$ cat src/sv/prac_pkg.sv
`default_nettype none

package prac_pkg;

   localparam int unsigned NUM_REGIONS = 8;
   localparam int unsigned ADDR_W      = 32;
   localparam int unsigned CSR_ADDR_W  = 6;
   localparam int unsigned CSR_DATA_W  = 64;
   localparam int unsigned MIN_SIZE_BIT = 6;

   localparam logic [31:0] PERM_RESET = 32'h2222_2222;

   // bit c set: permission code c grants the access
   localparam logic [15:0] DATA_READ_SYS  = 16'h006E;
   localparam logic [15:0] DATA_READ_USR  = 16'h004C;
   localparam logic [15:0] DATA_WRITE_SYS = 16'h000E;
   localparam logic [15:0] DATA_WRITE_USR = 16'h0008;
   localparam logic [15:0] CODE_EXEC_SYS  = 16'h004E;
   localparam logic [15:0] CODE_EXEC_USR  = 16'h004C;

   typedef enum logic [1:0] {
      KIND_READ  = 2'd0,
      KIND_WRITE = 2'd1,
      KIND_EXEC  = 2'd2
   } access_kind_type;

   typedef enum logic [2:0] {
      REG_ENABLE    = 3'd0,
      REG_DATA_PERM = 3'd1,
      REG_CODE_PERM = 3'd2,
      REG_REGION01  = 3'd3,
      REG_REGION23  = 3'd4,
      REG_REGION45  = 3'd5,
      REG_REGION67  = 3'd6
   } reg_index_type;

   // Size id 31 leaves the mask empty, so the region covers everything.
   function automatic logic region_hit(input logic [31:0] word, input logic [31:0] addr);
      logic [31:0] mask;
      for (int i = 0; i < 32; i++) begin
         mask[i] = (i >= MIN_SIZE_BIT) && (5'(i) > word[5:1]);
      end
      return word[0] && (((addr ^ word) & mask) == 32'd0);
   endfunction

endpackage

`default_nettype wire

$ cat src/sv/protection_region_access_check.sv
`default_nettype none
// Eight-region memory protection check.
// req_ channel: one access (address, kind, privilege) per transfer.
// rsp_ channel: one allowed flag per access, in order.
// csr_ port: APB-style, 64-bit data, register i at byte address 8*i
//   (enable, data permissions, code permissions, four region pairs).
//   Writes complete in the access cycle; pready is tied high.
// Path: an access goes to the input register, then the result register.
// Throughput: one access per cycle while rsp_ready is high; the
//   region compare and permission lookup for all eight regions sit
//   between the input register and the result register.
// Stalls: when rsp_ready is low the result holds; the input register
//   still takes one more access, then req_ready drops until the
//   result is taken.
// Reset: both pipeline registers empty, protection off, permissions
//   0x22222222, all regions disabled.
module protection_region_access_check
   import prac_pkg::*;
(
   input  wire                    clock,
   input  wire                    reset,
   input  wire                    csr_psel,
   input  wire                    csr_penable,
   input  wire                    csr_pwrite,
   input  wire [CSR_ADDR_W-1:0]   csr_paddr,
   input  wire [CSR_DATA_W-1:0]   csr_pwdata,
   output logic [CSR_DATA_W-1:0]  csr_prdata,
   output logic                   csr_pready,
   input  wire                    req_valid,
   output logic                   req_ready,
   input  wire [ADDR_W-1:0]       req_address,
   input  wire [1:0]              req_access_kind,
   input  wire                    req_privileged,
   output logic                   rsp_valid,
   input  wire                    rsp_ready,
   output logic                   rsp_allowed
);

   logic              enable_ff;
   logic [31:0]       data_perm_ff;
   logic [31:0]       code_perm_ff;
   logic [63:0]       pair_ff [4];

   logic              s1_valid_ff, s1_valid_in;
   logic [ADDR_W-1:0] s1_addr_ff;
   logic [1:0]        s1_kind_ff;
   logic              s1_priv_ff;
   logic              rsp_valid_ff, rsp_valid_in;
   logic              rsp_allowed_ff, rsp_allowed_in;

   logic              csr_write;
   reg_index_type     csr_index;
   logic              s1_advance;
   logic              req_take;
   logic [15:0]       grant_set;
   logic [31:0]       perms;
   logic [NUM_REGIONS-1:0] region_grant;

   assign csr_pready = 1'b1;
   assign csr_write  = csr_psel && csr_penable && csr_pwrite;
   assign csr_index  = reg_index_type'(csr_paddr[CSR_ADDR_W-1:3]);

   always_ff @(posedge clock) begin
      if (reset) begin
         enable_ff    <= 1'b0;
         data_perm_ff <= PERM_RESET;
         code_perm_ff <= PERM_RESET;
         for (int p = 0; p < 4; p++) begin
            pair_ff[p] <= 64'd0;
         end
      end else if (csr_write) begin
         unique case (csr_index)
            REG_ENABLE:    enable_ff    <= csr_pwdata[0];
            REG_DATA_PERM: data_perm_ff <= csr_pwdata[31:0];
            REG_CODE_PERM: code_perm_ff <= csr_pwdata[31:0];
            REG_REGION01:  pair_ff[0]   <= csr_pwdata;
            REG_REGION23:  pair_ff[1]   <= csr_pwdata;
            REG_REGION45:  pair_ff[2]   <= csr_pwdata;
            REG_REGION67:  pair_ff[3]   <= csr_pwdata;
            default: ;
         endcase
      end
   end

   always_comb begin
      unique case (csr_index)
         REG_ENABLE:    csr_prdata = {63'd0, enable_ff};
         REG_DATA_PERM: csr_prdata = {32'd0, data_perm_ff};
         REG_CODE_PERM: csr_prdata = {32'd0, code_perm_ff};
         REG_REGION01:  csr_prdata = pair_ff[0];
         REG_REGION23:  csr_prdata = pair_ff[1];
         REG_REGION45:  csr_prdata = pair_ff[2];
         REG_REGION67:  csr_prdata = pair_ff[3];
         default:       csr_prdata = '0;
      endcase
   end

   // pipeline control
   assign s1_advance   = s1_valid_ff && (!rsp_valid_ff || rsp_ready);
   assign req_ready    = !s1_valid_ff || s1_advance;
   assign req_take     = req_valid && req_ready;
   assign s1_valid_in  = req_take || (s1_valid_ff && !s1_advance);
   assign rsp_valid_in = s1_advance || (rsp_valid_ff && !rsp_ready);

   always_ff @(posedge clock) begin
      if (reset) begin
         s1_valid_ff  <= 1'b0;
         rsp_valid_ff <= 1'b0;
      end else begin
         s1_valid_ff  <= s1_valid_in;
         rsp_valid_ff <= rsp_valid_in;
      end
   end

   always_ff @(posedge clock) begin
      if (req_take) begin
         s1_addr_ff <= req_address;
         s1_kind_ff <= req_access_kind;
         s1_priv_ff <= req_privileged;
      end
      if (s1_advance) begin
         rsp_allowed_ff <= rsp_allowed_in;
      end
   end

   // region check
   always_comb begin
      unique case (access_kind_type'(s1_kind_ff))
         KIND_READ: begin
            grant_set = s1_priv_ff ? DATA_READ_SYS : DATA_READ_USR;
            perms     = data_perm_ff;
         end
         KIND_WRITE: begin
            grant_set = s1_priv_ff ? DATA_WRITE_SYS : DATA_WRITE_USR;
            perms     = data_perm_ff;
         end
         KIND_EXEC: begin
            grant_set = s1_priv_ff ? CODE_EXEC_SYS : CODE_EXEC_USR;
            perms     = code_perm_ff;
         end
         default: begin
            grant_set = 16'd0;
            perms     = 32'd0;
         end
      endcase
      for (int n = 0; n < NUM_REGIONS; n++) begin
         region_grant[n] = grant_set[perms[4*n +: 4]]
            && region_hit(pair_ff[n/2][32*(n%2) +: 32], s1_addr_ff);
      end
      rsp_allowed_in = !enable_ff || (|region_grant);
   end

   assign rsp_valid   = rsp_valid_ff;
   assign rsp_allowed = rsp_allowed_ff;

endmodule

`default_nettype wire

$ cat config.mk
export PLATFORM = sky130hd
export DESIGN_NAME = protection_region_access_check
export DESIGN_NICKNAME = d
export VERILOG_FILES = /design/src/sv/prac_pkg.sv /design/src/sv/protection_region_access_check.sv
export SDC_FILE = /design/constraint.sdc
export NUM_CORES = 1
export LEC_CHECK = 0
export BUFFER_PORTS_ARGS = -buffer_cell sky130_fd_sc_hd__buf_2
export CAP_MARGIN = 15
export CORE_ASPECT_RATIO = 0.75
export CORE_MARGIN = 4
export CORE_UTILIZATION = 50
export CTS_BUF_LIST = sky130_fd_sc_hd__clkbuf_2 sky130_fd_sc_hd__clkbuf_4 sky130_fd_sc_hd__clkbuf_8
export DETAILED_ROUTE_END_ITERATION = 7
export PLACE_DENSITY_LB_ADDON = 0.08
export SETUP_SLACK_MARGIN = 0.15
export SYNTH_ARGS = -nofsm -noshare
export SYNTH_HDL_FRONTEND = slang
export SYNTH_SLANG_ARGS = --single-unit
$ cat constraint.sdc
create_clock -name clock -period 4.4 [get_ports clock]
set_input_delay 0.88 -clock clock [delete_from_list [all_inputs] [get_ports clock]]
set_output_delay 0.88 -clock clock [all_outputs]
set_load 0.05 [all_outputs]
==> metrics.cfg, run 1 <==
[run_status]
status = finished, final reports clean

[synth]
synth_fp_nets = 2060
synth-seq-area-share_pct = 50.6
synth_edf_count = 286
synth_most_common_cell = edfxtp_1
synth_area_sq_um = 19600
yosysTopAreaCell = edfxtp_1
async_flop_share_pct = 0
yosys-top-cells-area = edfxtp_1, and2_1, dfxtp_1
ys.warnings.count = 0
ys_types = 74
synth_common_cells = edfxtp_1, and2_1, nand2_1
postSynthAreaPerCell_sq_um = 10.1
ys.flop_type = edfxtp_1
synth_top_cell_area_share_pct = 43.8
synth_seq_cells = 353
syn_inst = 1948

[setup_path]
path_class = input port to primary output
startpoint = csr_paddr[5]
crit_required_ns = 3.52
max_stage_delay_ns = 0.47
r2r_slack_ns = 1.03
start_kind = input port
crit_fanout = 28
crit_chain = buf_2 -> nor3b_2 -> buf_4 -> a22oi_1 -> nand3_1 -> buf_2
r2r-start = s1_addr_ff[25]
cpMostUsedCell = buf_2
cp_top_family = buffers and inverters
path_buf_inv = 3
slowest_stage = buf_4
critPathArrivalTime_ns = 2.59
rr_worst_depth = 8
crit_path_end_kind = primary output
rr_endpoint = rsp_allowed

[layout]
syn_to_final_growth_pct = 12.4
fin_nets = 2169
final_layout_size_suffix_gt1_share_pct = 16.1

[global_route]
grt_use_total_pct = 35.9
grt_max_degree = 67
overflow = 0
grt_pass1_vias = 15700
antenna_found_initial = 4
grt_pass1_wl_um = 113000

[floorplanning]
core_sq_um = 38500
ioPinCount = 180
fp.dieW_um = 237
start_util_pct = 51.0
die_area_sq_um = 42500
fp.dieH_um = 180
num_rows = 62

[routing]
ant_nets = 0
vias = 16900
vias_per_cell = 6.47
drt_iter0_drc = 2385
routed_wl_um = 79400
dr.pass1.iters = 6
drcViolationCount = 0
post_drt_wl_per_cell_um = 30.3

[hold_path]
hold_class = input port to register
hold_path_depth = 1
min_to = s1_addr_ff[23]
min-delay-start = req_address[23]

[power_and_ir_drop]
power_density_nw_per_um2 = 379
leakage_nw = 8.10
max-vdd-ir-drop_mv = 0.242
total_power_mw = 8.36

[clock_tree]
numCtsBuffers = 55
cts_tree = yes
clockBufferDepth = 3
cts-resized-gates = 0
clk_pin_slew_ns = 0.07
cts_sinks = 353
cts_setup_buffers = 0
root_buffer = clkbuf_8
cts_hold_buf = 0
clk_latency_ns = 0.64
cts_max_level = 2

[timing]
fmax_ghz = 0.288
rsz0062_at_grt = no
hold_viol = 0
skew_ns = 0.0130
tns_ns = 0
setup_violations = 0
slew_violations = 0
relSlewSlack_pct = 35.6
post-route-min-period_ns = 3.47
tightest_slew_ns = 0.967
fin_crit_sh_pct = 78.8

[placed_design]
dp_hpwl_um = 54700
place.gp.congestion = 1.02
io_buffers = 169

[job]
drv_cap = 0

## flip-flops by register name, indices dropped and copies added (netlist names)
name	cells
pair_ff	256
code_perm_ff	32
data_perm_ff	32
s1_addr_ff	26
s1_kind_ff	2
enable_ff	1
rsp_allowed	1
rsp_valid	1
s1_priv_ff	1
s1_valid_ff	1
## metrics by stage
stage / hold WS (ns) / cell area (sq um) / util [%] / worst slack [ns] / std cells
after floorplan: 0.445 / 19600 / - / 0.736 / 1948
after global placement: 0.463 / 20800 / 54.2 / 0.985 / 2512
after detailed placement: 0.465 / 20800 / 54.2 / 0.987 / 2512
after CTS: 0.378 / 22000 / 57.3 / 0.981 / 2616
after global routing: 0.398 / 22000 / 57.3 / 0.892 / 2618
final: 0.419 / 22000 / 57.3 / 0.934 / 2619
## layout make-up
cell class / instances / area [sq um]
antenna: 3 / 7.51
inverter: 21 / 78.8
clock buffer: 85 / 1040
timing repair buffer: 213 / 1250
clock inverter: 19 / 145
tap: 512 / 641
multi-input combinational: 1413 / 8950
fill: 3440 / 16400
sequential: 353 / 9930
## routing by layer
metal	GRT usage (%)	vias up	routed length, um
met2	49.1	1158	32000
met4	7.12	6	1590
met3	11.8	117	11200
met1	55.5	8373	34400
met5	1.80	-	139
li1	-	7285	-
## cell usage in the layout (no fill, tap or decap), drive strengths merged, types with 7 or more instances in the layout
cell type	netlist	final
a211oi	10	10
nand3b	16	16
nor3	21	21
o21ai	92	92
a21oi	136	136
nand3	54	54
nand4	15	15
xnor2	108	108
and2	261	261
buf	54	213
a31oi	16	16
edfxtp	286	286
clkinv	1	15
clkbuf	107	85
nor2	61	61
a41o	7	7
a22oi	170	170
dfxtp	67	67
a2111oi	8	8
nor4	8	8
inv	20	21
a21o	10	10
o2111ai	8	8
nand2	213	213
xor2	100	100
## worst register-to-register path, cell delays in order, from the launching register on
cell and delay (ns):
edfxtp_1 0.60, xnor2_1 0.70, nand2_1 0.37, a21oi_1 0.23, o21ai_0 0.10, nor4_1 0.18, o221ai_1 0.19, o311ai_0 0.54
a211o_1 0.29
## power by group
| part | internal, mW | leakage (nW) | switching, mW |
|---|---|---|---|
| combinational | 0.386 | 4.19 | 0.918 |
| clock | 1.63 | 0.631 | 1.39 |
| sequential | 3.77 | 3.27 | 0.261 |
## cell families (layout without fill, tap and decap cells)
family | Yosys count | count (layout) | synth area share [%]
adders and majority gates | 6 | 6 | 0.306
xor gates and xnor gates | 208 | 208 | 9.33
DFF | 353 | 353 | 50.6
AOI/OAI and AO/OA | 520 | 520 | 17.5
other | 1 | 4 | 0.0191
buffers and inverters | 182 | 338 | 4.14
muxes | 2 | 2 | 0.102
and+or+nand+nor | 676 | 676 | 18.0
## worst max-delay path by stage
| stage | endpoint | depth (start not counted) |
|---|---|---|
| 6_report | csr_prdata[3] | 6 |
| 2_1_floorplan | pair_ff[1][0] | 4 |
| 3_3_place_gp | csr_prdata[5] | 6 |
| 5_1_grt | csr_prdata[31] | 7 |
| 4_1_cts | csr_prdata[31] | 7 |
| 3_5_place_dp | csr_prdata[3] | 6 |
Power figures use the tool's default switching activity.
==> run 2, diff against run 1 <==
--- a/config.mk
+++ b/config.mk
@@ -5,6 +5,7 @@
 export SDC_FILE = /design/constraint.sdc
 export NUM_CORES = 1
 export LEC_CHECK = 0
+export ABC_AREA = 1
 export BUFFER_PORTS_ARGS = -buffer_cell sky130_fd_sc_hd__buf_2
 export CAP_MARGIN = 15
 export CORE_ASPECT_RATIO = 0.75
==> constraint.sdc (replaced) <==
create_clock -name clock -period 2.9 [get_ports clock]
set_input_delay 0.58 -clock clock [delete_from_list [all_inputs] [get_ports clock]]
set_output_delay 0.58 -clock clock [all_outputs]
set_load 0.05 [all_outputs]
==> run 2 against run 1 <==
Sequential power is 50% higher. Global-route usage is 3.9 points higher. Register-to-register slack worse by 0.79 ns. Power up 61%. Sequential cell count did not move. Non-clock buffer count up 63. Die area rose by 1.2%. Cell count rose by 23%. Critical path depth rose by 2. Routed wire length grew 11%. First-iteration DRC count is 42% higher. Synthesized cell count up 26%. Critical path type unchanged. Largest power group unchanged.
==> metrics.cfg, run 2 <==
[run_status]
status = finished, final reports clean

[placed_design]
place.gp.congestion = 1.05  ; +3.0%
dp_slack_ns = 0.0250  ; -0.962 ns
dp_hpwl_um = 65100  ; +19%
dp_cells = 3119  ; +24%
io_buffers = 169  ; unchanged
placed_area_sq_um = 22300  ; +6.8%

[routing]
vias_per_cell = 6.08  ; -6.1%
routed_wl_um = 88300  ; +11%
drcViolationCount = 0  ; unchanged
ant_nets = 0  ; unchanged
vias = 19600  ; +16%
drt_iter0_drc = 3377  ; +42%
post_drt_wl_per_cell_um = 27.3  ; -9.8%
dr.pass1.iters = 6  ; unchanged

[layout]
final_cell_area_sq_um = 23700  ; +7.4%
instances_no_fill = 3231  ; +23%
fillers = 3553  ; +3.3%
syn_to_final_growth_pct = 19.1
fin_nets = 2782  ; +28%
fin_util_pct = 61.0  ; +3.7 points
regMostFlops = pair_ff
largest_reg_flops = 256  ; unchanged
final_layout_size_suffix_gt1_share_pct = 15.2  ; -0.91 points
largestRegisters = pair_ff x256, code_perm_ff x32, data_perm_ff x32
layout.cells.most_common = nand2_1
final_cell_mix = nand2_1, nor2_1, edfxtp_1

[setup_path]
start_kind = input port
crit_path_end_kind = primary output
r2r_slack_ns = 0.24  ; -0.79 ns
critPathArrivalTime_ns = 2.15  ; -0.44 ns
slowest_stage = clkbuf_4
max_stage_delay_ns = 0.32  ; -0.15 ns
path_class = input port to primary output
crit_chain = clkbuf_4 -> nor2_1 -> nand2_1 -> inv_6 -> buf_4 -> nand2_1 -> o2111ai_1 -> clkbuf_4
crit_required_ns = 2.32  ; -1.20 ns
crit_fanout = 14  ; -50%

[timing]
skew_ns = 0.0420  ; +0.0290 ns
post-route-min-period_ns = 2.73
tightest_slew_ns = 0.845  ; -0.122 ns
tns_ns = 0  ; unchanged
rsz0062_at_grt = yes
fmax_ghz = 0.366
slew_violations = 0  ; unchanged
setup_violations = 0  ; unchanged
holdWs_ns = 0.120  ; -0.299 ns
hold_viol = 0  ; unchanged
setup_ws_ns = 0.169  ; -0.764 ns
relSlewSlack_pct = 43.7  ; +8.1 points
fin_crit_sh_pct = 94.2

[clock_tree]
cts_tree = yes
clk_pin_slew_ns = 0.07  ; about the same
cts_max_level = 2  ; unchanged
clockBufferDepth = 3  ; unchanged
root_buffer = clkbuf_8
cts_hold_buf = 0  ; unchanged
numCtsBuffers = 56  ; +1.8%
clk_latency_ns = 0.65  ; about the same
cts_sinks = 353  ; unchanged

[job]
drv_cap = 0  ; unchanged

[synth]
synth_seq_cells = 353  ; unchanged
synth_most_common_cell = nand2_1
synth_common_cells = nand2_1, nor2_1, edfxtp_1
synth_edf_count = 286  ; unchanged
yosysTopAreaCell = edfxtp_1
synth_fp_nets = 2573  ; +25%
ys.warnings.count = 0  ; unchanged
syn_inst = 2461  ; +26%
yosys-top-cells-area = edfxtp_1, nand2_1, nor2_1
ys_types = 37  ; -50%
synth_top_cell_area_share_pct = 43.2  ; -0.56 points
postSynthAreaPerCell_sq_um = 8.07  ; -20%
ys.flop_type = edfxtp_1
async_flop_share_pct = 0  ; unchanged
synth_area_sq_um = 19900  ; +1.3%
synth-seq-area-share_pct = 50.0  ; -0.64 points

[floorplanning]
ioPinCount = 180  ; unchanged
fp.dieH_um = 181  ; +0.61%
start_util_pct = 51.2  ; +0.24 points
fp.dieW_um = 238  ; +0.62%
die_area_sq_um = 43000  ; +1.2%
num_rows = 62  ; unchanged
core_sq_um = 38800  ; +0.81%

[power_and_ir_drop]
swShare_pct = 31.2  ; +0.51 points
leakage_nw = 10.5  ; +29%
clkPwrFrac_pct = 37.2  ; +1.1 points
max-vdd-ir-drop_mv = 0.392  ; +62%
internal-power_mw = 9.27  ; +60%
p_sw_mw = 4.20  ; +64%
power_density_nw_per_um2 = 569  ; +50%
pwr-share-seq_pct = 44.9  ; -3.4 points
pwr-share-comb_pct = 17.9  ; +2.3 points
total_power_mw = 13.5  ; +61%

[global_route]
grt_use_total_pct = 39.8  ; +3.9 points
antenna_found_initial = 3  ; -1
overflow = 0  ; unchanged
grt_pass1_vias = 18000  ; +15%
grt_max_degree = 65  ; -3.0%
grt_pass1_wl_um = 125000  ; +11%

[hold_path]
hold_class = input port to register

==> run 2: cell count changes in the layout (fill, tap and decap cells not counted), sizes merged, moves of 55 or more <==
cell   change
a22oi    -149
nand3     +94
nor2     +361
nand2    +393
o21ai     +69
and2     -261
buf       +55
xnor2     -74
inv      +209
==> run 2: cell type report <==
| class | count | area (sq um) | area share (%) |
|---|---|---|---|
| diodes | 1 | 2.50 | 0.0106 |
| inverters | 232 | 876 | 3.70 |
| repair buffers | 276 | 2300 | 9.74 |
| clock inverters | 34 | 373 | 1.58 |
| multi-input cells | 1751 | 8620 | 36.4 |
| well taps | 512 | 641 | 2.71 |
| flip-flops and latches | 353 | 9930 | 42.0 |
| clock buffers | 72 | 922 | 3.90 |
==> run 2: cells by family after synthesis <==
kind of cell / count (synthesis) / share of synthesized area [%]
AO/OA/AOI/OAI: 362 / 10.8
XOR/XNOR: 156 / 6.88
buffers and inverters: 357 / 7.20
flip-flops: 353 / 50.0
other: 1 / 0.0189
AND/OR/NAND/NOR: 1232 / 25.1
==> run 2: metal layers <==
| layer | global-route usage (%) | up-vias | part of all wire (%) |
|---|---|---|---|
| met3 | 15.4 | 178 | 18 |
| met5 | 0 | - | 0.044 |
| met2 | 52.6 | 1577 | 39 |
| met4 | 9.49 | 6 | 2.8 |
| met1 | 61.0 | 9298 | 41 |
| li1 | - | 8573 | - |
==> run 2: repair_timing <==
item                                    CTS  global route
setup buffers                             1             4
gates resized for setup                   5            18
pin swaps                                 1             3
endpoints found under the setup margin   30            29
==> run 2: final timing paths <==
path / from / to / cells past startpoint
max reg2reg: pair_ff[3][5] / rsp_allowed / 12
min reg2reg: rsp_valid / rsp_valid / 2
max: csr_paddr[3] / csr_prdata[39] / 8
min: req_address[16] / s1_addr_ff[16] / 1
==> run 2: worst max-delay path, delay by kind of cell <==
| kind | cells | cell delay [ns] |
|---|---|---|
| AND/OR/NAND/NOR | 3 | 0.43 |
| buffers and inverters | 4 | 0.99 |
| AO/OA/AOI/OAI | 1 | 0.13 |
==> run 2: power groups by stage <==
stage	clock network [mW]	registers, mW	logic, mW
after floorplan	0	5.96	1.34
after global placement	0	6.13	2.29
after detailed placement	0	6.14	2.29
after CTS	4.99	6.03	2.31
after global routing	5.25	6.06	2.51
final	5.02	6.05	2.41
